[config.mk]
export PLATFORM = sky130hd
export DESIGN_NAME = edc_fifo
export DESIGN_NICKNAME = d
export VERILOG_FILES = /design/src/rtl/edc_pkg.sv /design/src/rtl/edc_fifo.sv
export SDC_FILE = /design/constraint.sdc
export NUM_CORES = 1
export LEC_CHECK = 0
export BUFFER_PORTS_ARGS = -buffer_cell sky130_fd_sc_hd__buf_2
export CORE_UTILIZATION = 45
export DETAILED_ROUTE_END_ITERATION = 12
export GPL_TIMING_DRIVEN = 0
export PLACE_DENSITY = 0.68
export SYNTH_ARGS = -nofsm -noshare
export SYNTH_HDL_FRONTEND = slang
export SYNTH_SLANG_ARGS = --single-unit
[constraint.sdc]
create_clock -name clk -period 24 [get_ports clk]
set_input_delay 4.8 -clock clk [delete_from_list [all_inputs] [get_ports clk]]
set_output_delay 4.8 -clock clk [all_outputs]
set_load 0.02 [all_outputs]
[src/rtl/edc_pkg.sv]
// ----------------------------------------------------------------------------
// edc_pkg: shared types and helpers for the elastic disc collision block
// Widths, pipeline depths, queue entries and the one-bit division steps.
// ----------------------------------------------------------------------------
package edc_pkg;

  // Queue between the front and the back.
  localparam int unsigned FIFO_DEPTH = 8;
  localparam int unsigned FIFO_AW    = $clog2(FIFO_DEPTH);
  localparam int unsigned FIFO_CW    = $clog2(FIFO_DEPTH + 1);

  // Quotient bits produced by the two divider chains.
  localparam int unsigned C_STEPS = 34;
  localparam int unsigned D_STEPS = 19;

  // Lanes of the scale divider: first x, first y, second x, second y.
  localparam int unsigned LANES   = 4;
  localparam int unsigned LANE_1X = 0;
  localparam int unsigned LANE_1Y = 1;
  localparam int unsigned LANE_2X = 2;
  localparam int unsigned LANE_2Y = 3;

  localparam logic [27:0] THRESH_RESET = 28'd102400;

  // Fields that ride along to the last stage; touching and degenerate are set in the front.
  typedef struct packed {
    logic signed [15:0] v1x;
    logic signed [15:0] v1y;
    logic signed [15:0] v2x;
    logic signed [15:0] v2y;
    logic [15:0]        m1;
    logic [15:0]        m2;
    logic [16:0]        msum;
    logic               touching;
    logic               degenerate;
  } edc_carry_t;

  // Classified item held in the queue.
  typedef struct packed {
    edc_carry_t         cy;
    logic signed [16:0] dx;
    logic signed [16:0] dy;
    logic               dot_neg;
    logic [33:0]        dot_mag;
    logic [33:0]        dsq;
  } edc_item_t;

  // One stage of the dot / dsq divider.
  typedef struct packed {
    edc_carry_t         cy;
    logic signed [16:0] dx;
    logic signed [16:0] dy;
    logic               dot_neg;
    logic [33:0]        dsq;
    logic [33:0]        rem;
    logic [33:0]        num;
    logic [33:0]        quo;
  } edc_cdiv_t;

  // Projection products c * d.
  typedef struct packed {
    edc_carry_t         cy;
    logic signed [51:0] px;
    logic signed [51:0] py;
  } edc_prod_t;

  // Mass-scaled magnitudes per lane.
  typedef struct packed {
    edc_carry_t                 cy;
    logic [LANES-1:0]           neg;
    logic [LANES-1:0][49:0]     mag;
  } edc_scale_t;

  // One stage of the four-lane mass-sum divider.
  typedef struct packed {
    edc_carry_t                 cy;
    logic [LANES-1:0]           neg;
    logic [LANES-1:0][16:0]     rem;
    logic [LANES-1:0][18:0]     num;
    logic [LANES-1:0][18:0]     quo;
  } edc_ddiv_t;

  // Load the dot divider: dividend is dot_mag * 65536, top bits seed the remainder.
  function automatic edc_cdiv_t edc_cinit(input edc_item_t it);
    edc_cdiv_t r;
    r.cy      = it.cy;
    r.dx      = it.dx;
    r.dy      = it.dy;
    r.dot_neg = it.dot_neg;
    r.dsq     = it.dsq;
    r.rem     = {18'b0, it.dot_mag[33:18]};
    r.num     = {it.dot_mag[17:0], 16'b0};
    r.quo     = '0;
    return r;
  endfunction

  // One restoring division step of the dot divider.
  function automatic edc_cdiv_t edc_cstep(input edc_cdiv_t s);
    edc_cdiv_t   r;
    logic [34:0] t;
    r = s;
    t = {s.rem, s.num[33]};
    if (t >= {1'b0, s.dsq}) begin
      r.rem = 34'(t - {1'b0, s.dsq});
      r.quo = {s.quo[32:0], 1'b1};
    end else begin
      r.rem = t[33:0];
      r.quo = {s.quo[32:0], 1'b0};
    end
    r.num = {s.num[32:0], 1'b0};
    return r;
  endfunction

  // Load the scale divider: dividend is mag / 32768 (the factor two and the 65536).
  function automatic edc_ddiv_t edc_dinit(input edc_scale_t s);
    edc_ddiv_t r;
    r.cy  = s.cy;
    r.neg = s.neg;
    for (int i = 0; i < LANES; i++) begin
      r.rem[i] = {1'b0, s.mag[i][49:34]};
      r.num[i] = s.mag[i][33:15];
      r.quo[i] = '0;
    end
    return r;
  endfunction

  // One restoring division step on all four lanes.
  function automatic edc_ddiv_t edc_dstep(input edc_ddiv_t s);
    edc_ddiv_t   r;
    logic [17:0] t;
    r = s;
    for (int i = 0; i < LANES; i++) begin
      t = {s.rem[i], s.num[i][18]};
      if (t >= {1'b0, s.cy.msum}) begin
        r.rem[i] = 17'(t - {1'b0, s.cy.msum});
        r.quo[i] = {s.quo[i][17:0], 1'b1};
      end else begin
        r.rem[i] = t[16:0];
        r.quo[i] = {s.quo[i][17:0], 1'b0};
      end
      r.num[i] = {s.num[i][17:0], 1'b0};
    end
    return r;
  endfunction

  // Clamp to the 16-bit signed range.
  function automatic logic [15:0] edc_sat16(input logic signed [20:0] v);
    if (v > 21'sd32767) begin
      return 16'h7fff;
    end else if (v < -21'sd32768) begin
      return 16'h8000;
    end
    return v[15:0];
  endfunction

endpackage

[src/rtl/edc_fifo.sv]
// ----------------------------------------------------------------------------
// edc_fifo: queue between the front and the back
// Small register queue; the front never pushes without reserved room.
// ----------------------------------------------------------------------------
module edc_fifo (
  input  logic                         clk,
  input  logic                         rst_n,
  input  logic                         push,
  input  edc_pkg::edc_item_t           din,
  input  logic                         pop,
  output edc_pkg::edc_item_t           dout,
  output logic [edc_pkg::FIFO_CW-1:0]  count,
  output logic                         not_empty
);
  import edc_pkg::*;

  edc_item_t          mem_r [FIFO_DEPTH];
  logic [FIFO_AW-1:0] wr_ptr_r, rd_ptr_r;
  logic [FIFO_CW-1:0] cnt_r, cnt_nxt;

  assign dout      = mem_r[rd_ptr_r];
  assign count     = cnt_r;
  assign not_empty = cnt_r != '0;

  always_comb begin
    cnt_nxt = cnt_r;
    if (push && !pop) begin
      cnt_nxt = cnt_r + 1'b1;
    end else if (pop && !push) begin
      cnt_nxt = cnt_r - 1'b1;
    end
  end

  // Pointers and fill count.
  always_ff @(posedge clk) begin
    if (!rst_n) begin
      wr_ptr_r <= '0;
      rd_ptr_r <= '0;
      cnt_r    <= '0;
    end else begin
      if (push) begin
        wr_ptr_r <= wr_ptr_r + 1'b1;
      end
      if (pop) begin
        rd_ptr_r <= rd_ptr_r + 1'b1;
      end
      cnt_r <= cnt_nxt;
    end
  end

  // Entry storage.
  always_ff @(posedge clk) begin
    if (push) begin
      mem_r[wr_ptr_r] <= din;
    end
  end

endmodule

==> metrics <==
die height=about 380 µm; TNS Setup=0 ps; Setup CP Type=reg2out; Congestion Overflow GR=0; DR DRC count=0; peak supply drop=~0.074 mV; Synthesized Nets=2815; RR Startpoint=wr_ptr_r[2]; Antenna Violating Nets Remaining=0; fin crit period=~8900 ps; Initial Util=0.453; via count=29873; fmax=between 0.1 and 0.15 GHz; total die area=148000 µm²; Placed Area=between 70000 and 80000 µm²; CTS resizes=0; Multi-input gate area=between 10000 and 15000 µm²; 1st-pass router iterations=5; most frequent cells in the layout=edfxtp_1 (1744), buf_2 (498), mux4_2 (436); part of the cycle the worst path needs=0.371; Worst-path clk slew=approximately 60 ps; Hold Slack=roughly 510 ps; Post-Syn Area=65800 µm²; Post-DP HPWL=between 90 and 100 mm; Most Crowded Layer GR=met2; register area=52600 µm²; Die W=about 380 µm; RSZ-0062 raised after global routing=no; worst setup margin=roughly 15000 ps; Final Util=0.537; Arr. time, crit path=4110 ps; GRT Total Usage=0.201; IO Pins=approximately 450; Port Buf Inserts=roughly 440; Worst path max stage delay=880 ps; row count=140; Area Growth Syn to Fin=18.6%; cts bufs inserted=175; WHS Endpoint=count[3]; final WL=149 mm; worst slack, placed=roughly 16000 ps; CP max FO=10; EDFF count, synth=about 1700; DR iter-0 viols=around 2500; Slew Viols, Final=0; DR vias/cell=about 5.5; Non-Filler Instances=5392; met1 Use GR=0.273; flop2flop setup slack=around 21000 ps; Root Buffer=clkbuf_16; Clock Latency Late Sink=around 810 ps; outcome=finished clean; Syn Inst Count=roughly 2600; Critical Path End Type=primary output; Worst R2R Path Depth=10; GP Congestion=between 0.7 and 0.8; Hold Path Class=reg2reg; share of layout cells above drive strength 1=0.441; worst hold start=count[3]; Slew @ Worst Pin=approximately 1200 ps; Final Skew=36.1 ps; initial antenna violation count=between 40 and 50; Req. time, crit path=19200 ps; Syn. warnings=0; slowest stage cell, crit path=clkbuf_1; max-cap viol count=0; M2 GR Usage=0.326; nets=3556; number of global-route vias before repair=30903; sequential cell area fraction in the yosys report=0.799; core area=145000 µm²; Placed Cells incl. Taps=a little over 5000; largest net degree at the start of global routing=26; TritonCTS clock tree=built; final setup vio count=0; asr flop ratio synth=0; H-tree levels=4; Yosys cell types=26; Synth Area per Inst=around 25 µm²; M3 GR Usage=0.0481; # clock sinks=roughly 1800; Worst Hold Path Cells=2; count of state elements after synthesis=~1800; most used cell, CP=buf_2; Post-CTS Setup Repair Bufs=0; Critical Path Start Type=flop; reg-to-reg endpoint=mem_r[0][130]; clk buf depth=3; Fill cells=~11000; final hold vios=0; Slew headroom=0.170; most used flip-flop cell after synthesis=edfxtp_1; post-route design area=78100 µm²; global-route wire length before repair=~210 mm; Hold Buf Count CTS=0; power per cell area=between 80 and 90 nW/µm²; critical path, cell by cell=buf_2, clkbuf_1, buf_2, mux4_2, mux2_2, buf_2; commonest non-fill, non-tap cell in the layout=edfxtp_1; drt wl/cell=27.6 µm; Leak=approximately 25 nW; total power=~6.7 mW
==> cells in the mapped netlist, types with 2 or more instances <==
master	number	area, µm²
and2_1	7	43.8
mux4_2	436	9820
mux2i_1	4	40.0
buf_6	6	67.6
xor2_1	2	17.5
inv_1	2	7.51
nand2_1	6	22.5
nor3_1	2	10.0
ha_1	5	62.6
edfxtp_1	1744	52400
xnor2_1	4	35.0
buf_1	6	22.5
nand2b_1	4	25.0
clkbuf_1	57	214
nor2_1	7	26.3
dfxtp_1	13	260
nor2b_1	3	18.8
buf_2	54	270
mux2_2	218	2450
==> worst max-delay path, delay by kind of cell, from the launching register on <==
kind,cells,cell delay [ps]
buffers and inverters,4,2110
flip-flops,1,410
multiplexers,2,760
==> worst max-delay path by stage <==
stage / start / end / slack [ps] / cells past startpoint
2_1_floorplan: push / mem_r[0][0] / 3370 / 2
3_3_place_gp: push / mem_r[0][127] / -13700 / 3
3_5_place_dp: flop / dout[98] / 15750 / 5
4_1_cts: flop / dout[103] / 14870 / 6
5_1_grt: flop / dout[103] / 14830 / 6
6_report: flop / dout[98] / 15090 / 6
==> flip-flops by register name, summed over array words and instances, names as in the netlist, named ones only <==
register and cells:
wr_ptr_r 3, mem_r 1744, count 4, rd_ptr_r 3
==> layer usage <==
| layer | part of all wire | vias up |
|---|---|---|
| met5 | 0.0011 | - |
| met4 | 0.022 | 22 |
| met3 | 0.066 | 223 |
| met2 | 0.50 | 943 |
| met1 | 0.41 | 16021 |
| li1 | - | 12664 |
==> cells by family after synthesis <==
group / after synthesis / synth area share
xor gates and xnor gates: 6 / 0.000798
buffers and inverters: 125 / 0.00884
muxes: 658 / 0.187
adders and majority gates: 6 / 0.00125
and+or+nand+nor: 31 / 0.00241
AOI/OAI and AO/OA: 4 / 0.000361
DFF: 1757 / 0.799
==> area by class of cell <==
class	instances	share of cell area
flip-flops and latches	1757	0.674
plain buffers	123	0.00736
multi-input cells	705	0.163
repair buffers	564	0.0541
clock buffers	201	0.0579
clock inverters	113	0.0128
inverters	2	0.0000962
well taps	1917	0.0307
diodes	10	0.000321
==> power breakdown <==
group | switching (mW) | internal [mW] | leakage, nW
logic | 0.379 | 0.279 | 6.36
clock network | 1.15 | 1.47 | 2.69
registers | 0.0171 | 3.45 | 15.9
total | 1.54 | 5.21 | 25.0
Power figures use the tool's default switching activity.
