[config.mk]
export PLATFORM = sky130hd
export DESIGN_NAME = edc_front
export DESIGN_NICKNAME = d
export VERILOG_FILES = /design/src/rtl/edc_pkg.sv /design/src/rtl/edc_front.sv
export SDC_FILE = /design/constraint.sdc
export NUM_CORES = 2
export LEC_CHECK = 0
export BUFFER_PORTS_ARGS = -buffer_cell sky130_fd_sc_hd__buf_2
export CORE_ASPECT_RATIO = 1.25
export CORE_MARGIN = 5
export CORE_UTILIZATION = 35
export CTS_CLUSTER_SIZE = 25
export DETAILED_ROUTE_END_ITERATION = 12
export PLACE_DENSITY_LB_ADDON = 0.15
export SLEW_MARGIN = 20
export SYNTH_ARGS = -nofsm -noshare
export SYNTH_HDL_FRONTEND = slang
export SYNTH_SLANG_ARGS = --single-unit
[constraint.sdc]
create_clock -name clk -period 6.74 [get_ports clk]
set_clock_uncertainty 0.15 [all_clocks]
set_input_delay 0.674 -clock clk [delete_from_list [all_inputs] [get_ports clk]]
set_output_delay 0.674 -clock clk [all_outputs]
set_load 0.03 [all_outputs]
[src/rtl/edc_pkg.sv]
// ----------------------------------------------------------------------------
// edc_pkg: shared types and helpers for the elastic disc collision block
// Widths, pipeline depths, queue entries and the one-bit division steps.
// ----------------------------------------------------------------------------
package edc_pkg;

  // Queue between the front and the back.
  localparam int unsigned FIFO_DEPTH = 8;
  localparam int unsigned FIFO_AW    = $clog2(FIFO_DEPTH);
  localparam int unsigned FIFO_CW    = $clog2(FIFO_DEPTH + 1);

  // Quotient bits produced by the two divider chains.
  localparam int unsigned C_STEPS = 34;
  localparam int unsigned D_STEPS = 19;

  // Lanes of the scale divider: first x, first y, second x, second y.
  localparam int unsigned LANES   = 4;
  localparam int unsigned LANE_1X = 0;
  localparam int unsigned LANE_1Y = 1;
  localparam int unsigned LANE_2X = 2;
  localparam int unsigned LANE_2Y = 3;

  localparam logic [27:0] THRESH_RESET = 28'd102400;

  // Fields that ride along to the last stage; touching and degenerate are set in the front.
  typedef struct packed {
    logic signed [15:0] v1x;
    logic signed [15:0] v1y;
    logic signed [15:0] v2x;
    logic signed [15:0] v2y;
    logic [15:0]        m1;
    logic [15:0]        m2;
    logic [16:0]        msum;
    logic               touching;
    logic               degenerate;
  } edc_carry_t;

  // Classified item held in the queue.
  typedef struct packed {
    edc_carry_t         cy;
    logic signed [16:0] dx;
    logic signed [16:0] dy;
    logic               dot_neg;
    logic [33:0]        dot_mag;
    logic [33:0]        dsq;
  } edc_item_t;

  // One stage of the dot / dsq divider.
  typedef struct packed {
    edc_carry_t         cy;
    logic signed [16:0] dx;
    logic signed [16:0] dy;
    logic               dot_neg;
    logic [33:0]        dsq;
    logic [33:0]        rem;
    logic [33:0]        num;
    logic [33:0]        quo;
  } edc_cdiv_t;

  // Projection products c * d.
  typedef struct packed {
    edc_carry_t         cy;
    logic signed [51:0] px;
    logic signed [51:0] py;
  } edc_prod_t;

  // Mass-scaled magnitudes per lane.
  typedef struct packed {
    edc_carry_t                 cy;
    logic [LANES-1:0]           neg;
    logic [LANES-1:0][49:0]     mag;
  } edc_scale_t;

  // One stage of the four-lane mass-sum divider.
  typedef struct packed {
    edc_carry_t                 cy;
    logic [LANES-1:0]           neg;
    logic [LANES-1:0][16:0]     rem;
    logic [LANES-1:0][18:0]     num;
    logic [LANES-1:0][18:0]     quo;
  } edc_ddiv_t;

  // Load the dot divider: dividend is dot_mag * 65536, top bits seed the remainder.
  function automatic edc_cdiv_t edc_cinit(input edc_item_t it);
    edc_cdiv_t r;
    r.cy      = it.cy;
    r.dx      = it.dx;
    r.dy      = it.dy;
    r.dot_neg = it.dot_neg;
    r.dsq     = it.dsq;
    r.rem     = {18'b0, it.dot_mag[33:18]};
    r.num     = {it.dot_mag[17:0], 16'b0};
    r.quo     = '0;
    return r;
  endfunction

  // One restoring division step of the dot divider.
  function automatic edc_cdiv_t edc_cstep(input edc_cdiv_t s);
    edc_cdiv_t   r;
    logic [34:0] t;
    r = s;
    t = {s.rem, s.num[33]};
    if (t >= {1'b0, s.dsq}) begin
      r.rem = 34'(t - {1'b0, s.dsq});
      r.quo = {s.quo[32:0], 1'b1};
    end else begin
      r.rem = t[33:0];
      r.quo = {s.quo[32:0], 1'b0};
    end
    r.num = {s.num[32:0], 1'b0};
    return r;
  endfunction

  // Load the scale divider: dividend is mag / 32768 (the factor two and the 65536).
  function automatic edc_ddiv_t edc_dinit(input edc_scale_t s);
    edc_ddiv_t r;
    r.cy  = s.cy;
    r.neg = s.neg;
    for (int i = 0; i < LANES; i++) begin
      r.rem[i] = {1'b0, s.mag[i][49:34]};
      r.num[i] = s.mag[i][33:15];
      r.quo[i] = '0;
    end
    return r;
  endfunction

  // One restoring division step on all four lanes.
  function automatic edc_ddiv_t edc_dstep(input edc_ddiv_t s);
    edc_ddiv_t   r;
    logic [17:0] t;
    r = s;
    for (int i = 0; i < LANES; i++) begin
      t = {s.rem[i], s.num[i][18]};
      if (t >= {1'b0, s.cy.msum}) begin
        r.rem[i] = 17'(t - {1'b0, s.cy.msum});
        r.quo[i] = {s.quo[i][17:0], 1'b1};
      end else begin
        r.rem[i] = t[16:0];
        r.quo[i] = {s.quo[i][17:0], 1'b0};
      end
      r.num[i] = {s.num[i][17:0], 1'b0};
    end
    return r;
  endfunction

  // Clamp to the 16-bit signed range.
  function automatic logic [15:0] edc_sat16(input logic signed [20:0] v);
    if (v > 21'sd32767) begin
      return 16'h7fff;
    end else if (v < -21'sd32768) begin
      return 16'h8000;
    end
    return v[15:0];
  endfunction

endpackage

[src/rtl/edc_front.sv]
// ----------------------------------------------------------------------------
// edc_front: input side of the collision block
// Accepts disc pairs, forms differences, squared distance and dot product,
// classifies contact and degenerate cases and pushes the item to the queue.
// ----------------------------------------------------------------------------
module edc_front (
  input  logic                         clk,
  input  logic                         rst_n,
  input  logic                         in_tvalid,
  output logic                         in_tready,
  input  logic [159:0]                 in_tdata,
  input  logic [27:0]                  thresh,
  input  logic [edc_pkg::FIFO_CW-1:0]  fifo_count,
  output logic                         push,
  output edc_pkg::edc_item_t           item
);
  import edc_pkg::*;

  logic signed [15:0] p1x, p1y, v1x, v1y, p2x, p2y, v2x, v2y;
  logic [15:0]        m1, m2;
  logic               accept;
  logic [FIFO_CW:0]   level;

  // Stage 1 registers.
  logic               s1_v_r;
  edc_carry_t         s1_cy_r;
  logic signed [16:0] dx1_r, dy1_r, dvx1_r, dvy1_r;

  // Stage 2 registers.
  logic               s2_v_r;
  edc_carry_t         s2_cy_r;
  logic signed [16:0] dx2_r, dy2_r;
  logic signed [33:0] sqx_r, sqy_r, dtx_r, dty_r;

  // Stage 3 results.
  logic [33:0]        dsq;
  logic signed [34:0] dot;

  assign p1x = in_tdata[15:0];
  assign p1y = in_tdata[31:16];
  assign v1x = in_tdata[47:32];
  assign v1y = in_tdata[63:48];
  assign m1  = in_tdata[79:64];
  assign p2x = in_tdata[95:80];
  assign p2y = in_tdata[111:96];
  assign v2x = in_tdata[127:112];
  assign v2y = in_tdata[143:128];
  assign m2  = in_tdata[159:144];

  // Reserve queue room for every item still in the front stages.
  assign level     = (FIFO_CW+1)'(fifo_count) + (FIFO_CW+1)'(s1_v_r)
                   + (FIFO_CW+1)'(s2_v_r);
  assign in_tready = level < (FIFO_CW+1)'(FIFO_DEPTH);
  assign accept    = in_tvalid && in_tready;

  // Valid bits of the front stages.
  always_ff @(posedge clk) begin
    if (!rst_n) begin
      s1_v_r <= 1'b0;
      s2_v_r <= 1'b0;
    end else begin
      s1_v_r <= accept;
      s2_v_r <= s1_v_r;
    end
  end

  // Differences, then products.
  always_ff @(posedge clk) begin
    dx1_r               <= 17'(p1x) - 17'(p2x);
    dy1_r               <= 17'(p1y) - 17'(p2y);
    dvx1_r              <= 17'(v1x) - 17'(v2x);
    dvy1_r              <= 17'(v1y) - 17'(v2y);
    s1_cy_r.v1x         <= v1x;
    s1_cy_r.v1y         <= v1y;
    s1_cy_r.v2x         <= v2x;
    s1_cy_r.v2y         <= v2y;
    s1_cy_r.m1          <= m1;
    s1_cy_r.m2          <= m2;
    s1_cy_r.msum        <= 17'(m1) + 17'(m2);
    s1_cy_r.touching    <= 1'b0;
    s1_cy_r.degenerate  <= 1'b0;

    s2_cy_r <= s1_cy_r;
    dx2_r   <= dx1_r;
    dy2_r   <= dy1_r;
    sqx_r   <= dx1_r * dx1_r;
    sqy_r   <= dy1_r * dy1_r;
    dtx_r   <= dvx1_r * dx1_r;
    dty_r   <= dvy1_r * dy1_r;
  end

  // Sums and classification feed the queue directly.
  always_comb begin
    dsq  = $unsigned(sqx_r) + $unsigned(sqy_r);
    dot  = 35'(dtx_r) + 35'(dty_r);
    item = '0;
    item.cy            = s2_cy_r;
    item.cy.touching   = dsq < {6'b0, thresh};
    item.cy.degenerate = (dsq == '0) || (s2_cy_r.msum == '0);
    item.dx            = dx2_r;
    item.dy            = dy2_r;
    item.dot_neg       = dot[34];
    item.dot_mag       = dot[34] ? 34'(-dot) : dot[33:0];
    item.dsq           = dsq;
  end

  assign push = s2_v_r;

endmodule

==> summary.txt <==
Status
  – Status: completed

Synth
  – Post-synth top flop: dfxtp_1
  – Post-synth top cells: inv_1, fa_1, ha_1, nand2_1, dfxtp_1
  – EDFF count, synth: 0
  – Yosys cell types: 93
  – Cell count after synthesis: 6126
  – Mean Syn Cell Area: 9.557 sq um
  – Post-synth ARST share: 0
  – Mapped cell area: 58540 sq um
  – Register area share after synthesis: 0.1580
  – Synthesized net count: 7981
  – Count of state elements after synthesis: 462
  – Yosys top cell by area: fa_1
  – Top-count cell post-synth: inv_1
  – Synth top area share: 0.3861
  – Syn. warnings: 0
  – Area contributors post-synth: fa_1, dfxtp_1, ha_1

Global routing
  – Largest net degree at the start of global routing: 35
  – Vias in the first global route: 47750
  – Global-route wire length before repair: 257.5 mm
  – Initial antenna violation count: 9
  – Total global routing overflow: 0
  – GR Util All Layers: 0.1860

Route
  – Residual DRC: 0
  – Pre-antenna DRT Iters: 5
  – Via density: 4.624
  – Final ANT Viol Nets: 0
  – Wire per inst: 17.44 um
  – Vias: 42480
  – Routed WL: 160.2 mm
  – DRC marker count from the first detailed-route iteration: 1458

Cells and area
  – Fin area: 69610 sq um
  – Layout filler cell count: 16670
  – Final nets: 8799
  – Reg area: 9295 sq um
  – Multi-input logic area: 43570 sq um
  – Share of layout cells above drive strength 1: 0.1523
  – P&R area growth vs syn: 18.89%
  – Cell Count, Final, Fillers Out: 9187

Placed design
  – Post-DP HPWL: 137.2 mm
  – Placed cells: 8979
  – Placer Congestion: 0.8350
  – Area after DPL: 66120 sq um
  – IO buf count: 414

Clock network
  – Worst-Skew Late Latency: 0.68 ns
  – Clock transition at the registers of the reported paths: 0.07 ns
  – Num CTS Buffers: 55
  – CTS sink cnt: 462
  – CTS tree: built
  – Root Driver: clkbuf_16
  – Maximum buffer depth of the clock tree: 3
  – H-tree levels: 2

Flow run
  – # Max-Cap Violations: 0

Timing
  – Peak Freq: 0.1535 GHz
  – Fin. max-slew vios: 0
  – Final setup violation count: 0
  – Hold Slack: 0.09643 ns
  – Worst-margin pin slew: 0.9075 ns
  – Period Utilization, post-route: 0.9666
  – Fin crit period: 6.515 ns
  – RSZ-0062 raised after global routing: true
  – Max transition margin: 0.3907
  – Hold Violations, Final: 0

Worst setup path
  – CP Class: register to register
  – Critical path fanouts, max: 6
  – Critical Path AT: 6.93 ns
  – Worst EP required: 7.15 ns
  – Critical path capture point type: register
  – Crit start category: register

Floorplanning
  – IO Pins: 415
  – Die width: 375.8 um
  – Initial Util: 0.3524
  – Die height: 467.3 um
  – Die area: 175600 sq um
  – Core area: 166100 sq um
  – Std-Cell Rows: 167

Min path
  – Hold WC Path Type: input pin to register
## metal layers
metal | part of all wire | global-route usage
met2 | 0.53 | 0.3484
met1 | 0.40 | 0.2193
met4 | 0.028 | 0.04864
met5 | 0.00034 | 0
met3 | 0.045 | 0.03114
## placed cells by master, fill, tap and decap left out, types with 19 or more instances in the layout
master / Yosys / final
and2_1: 398 / 394
a21oi_1: 156 / 146
dfxtp_1: 462 / 439
dlygate4sd3_1: 0 / 96
nand3_1: 52 / 52
ha_1: 531 / 526
a211oi_1: 25 / 23
nor3_1: 52 / 50
a21o_1: 81 / 81
buf_12: 0 / 29
a21boi_0: 33 / 32
o21bai_1: 19 / 19
o21ai_0: 124 / 115
xnor2_1: 220 / 220
nand2b_1: 45 / 45
xor2_1: 58 / 58
nor2_1: 267 / 266
inv_1: 1437 / 1431
nor2b_1: 47 / 47
clkbuf_16: 0 / 55
and3_1: 28 / 28
nand2_1: 511 / 509
fa_1: 1129 / 1121
o21a_1: 30 / 30
buf_2: 0 / 414
buf_4: 2 / 368
## cell type report
type | count | share of cell area
diodes | 3 | 0.0001079
clock buffers | 67 | 0.02143
clock inverters | 33 | 0.006741
inverters | 1439 | 0.07771
multi-input cells | 4060 | 0.6260
flip-flops and latches | 462 | 0.1335
well taps | 2197 | 0.03949
repair buffers | 926 | 0.09500
## critical path, stage by stage, from the launching register on
cell	delay, ns
dfxtp_4	0.38
buf_4	0.16
and2_1	0.17
fa_1	0.53
inv_1	0.05
fa_1	0.46
fa_1	0.53
inv_1	0.06
fa_1	0.49
fa_1	0.49
inv_1	0.05
fa_1	0.51
inv_1	0.08
ha_4	0.22
a21oi_2	0.17
o21ai_2	0.09
or4_4	0.55
nor3_4	0.23
nor3_2	0.07
o31a_1	0.28
o21ai_2	0.16
or4b_1	0.45
o311ai_1	0.10
## path summary, 6_finish.rpt
path / cells after the start / end / from / slack (ns)
setup / recovery: 22 / dtx_r[26] / dx1_r[5] / 0.23
hold reg to reg: 0 / item[189] / s1_cy_r[86] / 0.14
setup reg to reg: 22 / dtx_r[26] / dx1_r[5] / 0.23
hold / removal: 2 / s1_v_r / in_tvalid / 0.1
## registers in the layout (all words and copies together), names as in the netlist, 16 cells and up
register	cells
item	113
s1_cy_r	113
dtx_r	34
dty_r	34
sqx_r	33
sqy_r	33
dvx1_r	17
dvy1_r	17
dx1_r	17
dy1_r	17
dx2_r	16
dy2_r	16
## cells by family (layout without fill, tap and decap cells)
logic type      after synthesis  after routing  synth area share
buf+inv                    1604           2465            0.1034
compound gates              625            625           0.07080
other cells                   0              3                 0
fa+ha+maj                  1660           1660            0.4995
simple gates               1491           1491            0.1254
mux                           5              5         0.0008763
xor+xnor                    279            279           0.04206
flops                       462            462            0.1580
## repair_timing
item	in CTS	in global routing
resized for setup	20	124
pin swaps	0	43
hold buffers	96	0
buffers inserted	0	10
setup endpoints to repair	7	33
endpoints found under the hold margin	96	0
## metrics by stage
stage	utilization	setup WS, ns	TNS (ns)
global placement	0.3981	-0.2649	-0.5570
CTS	0.4161	-0.003772	-0.003772
floorplan	-	0.001934	0
finish	0.4190	0.2252	0
detailed placement	0.3981	-0.2777	-0.7731
global route	0.4190	-0.03490	-0.09800
Power is not shown: default switching activity piles up to over one toggle a cycle in this logic, so the estimate is an artifact.
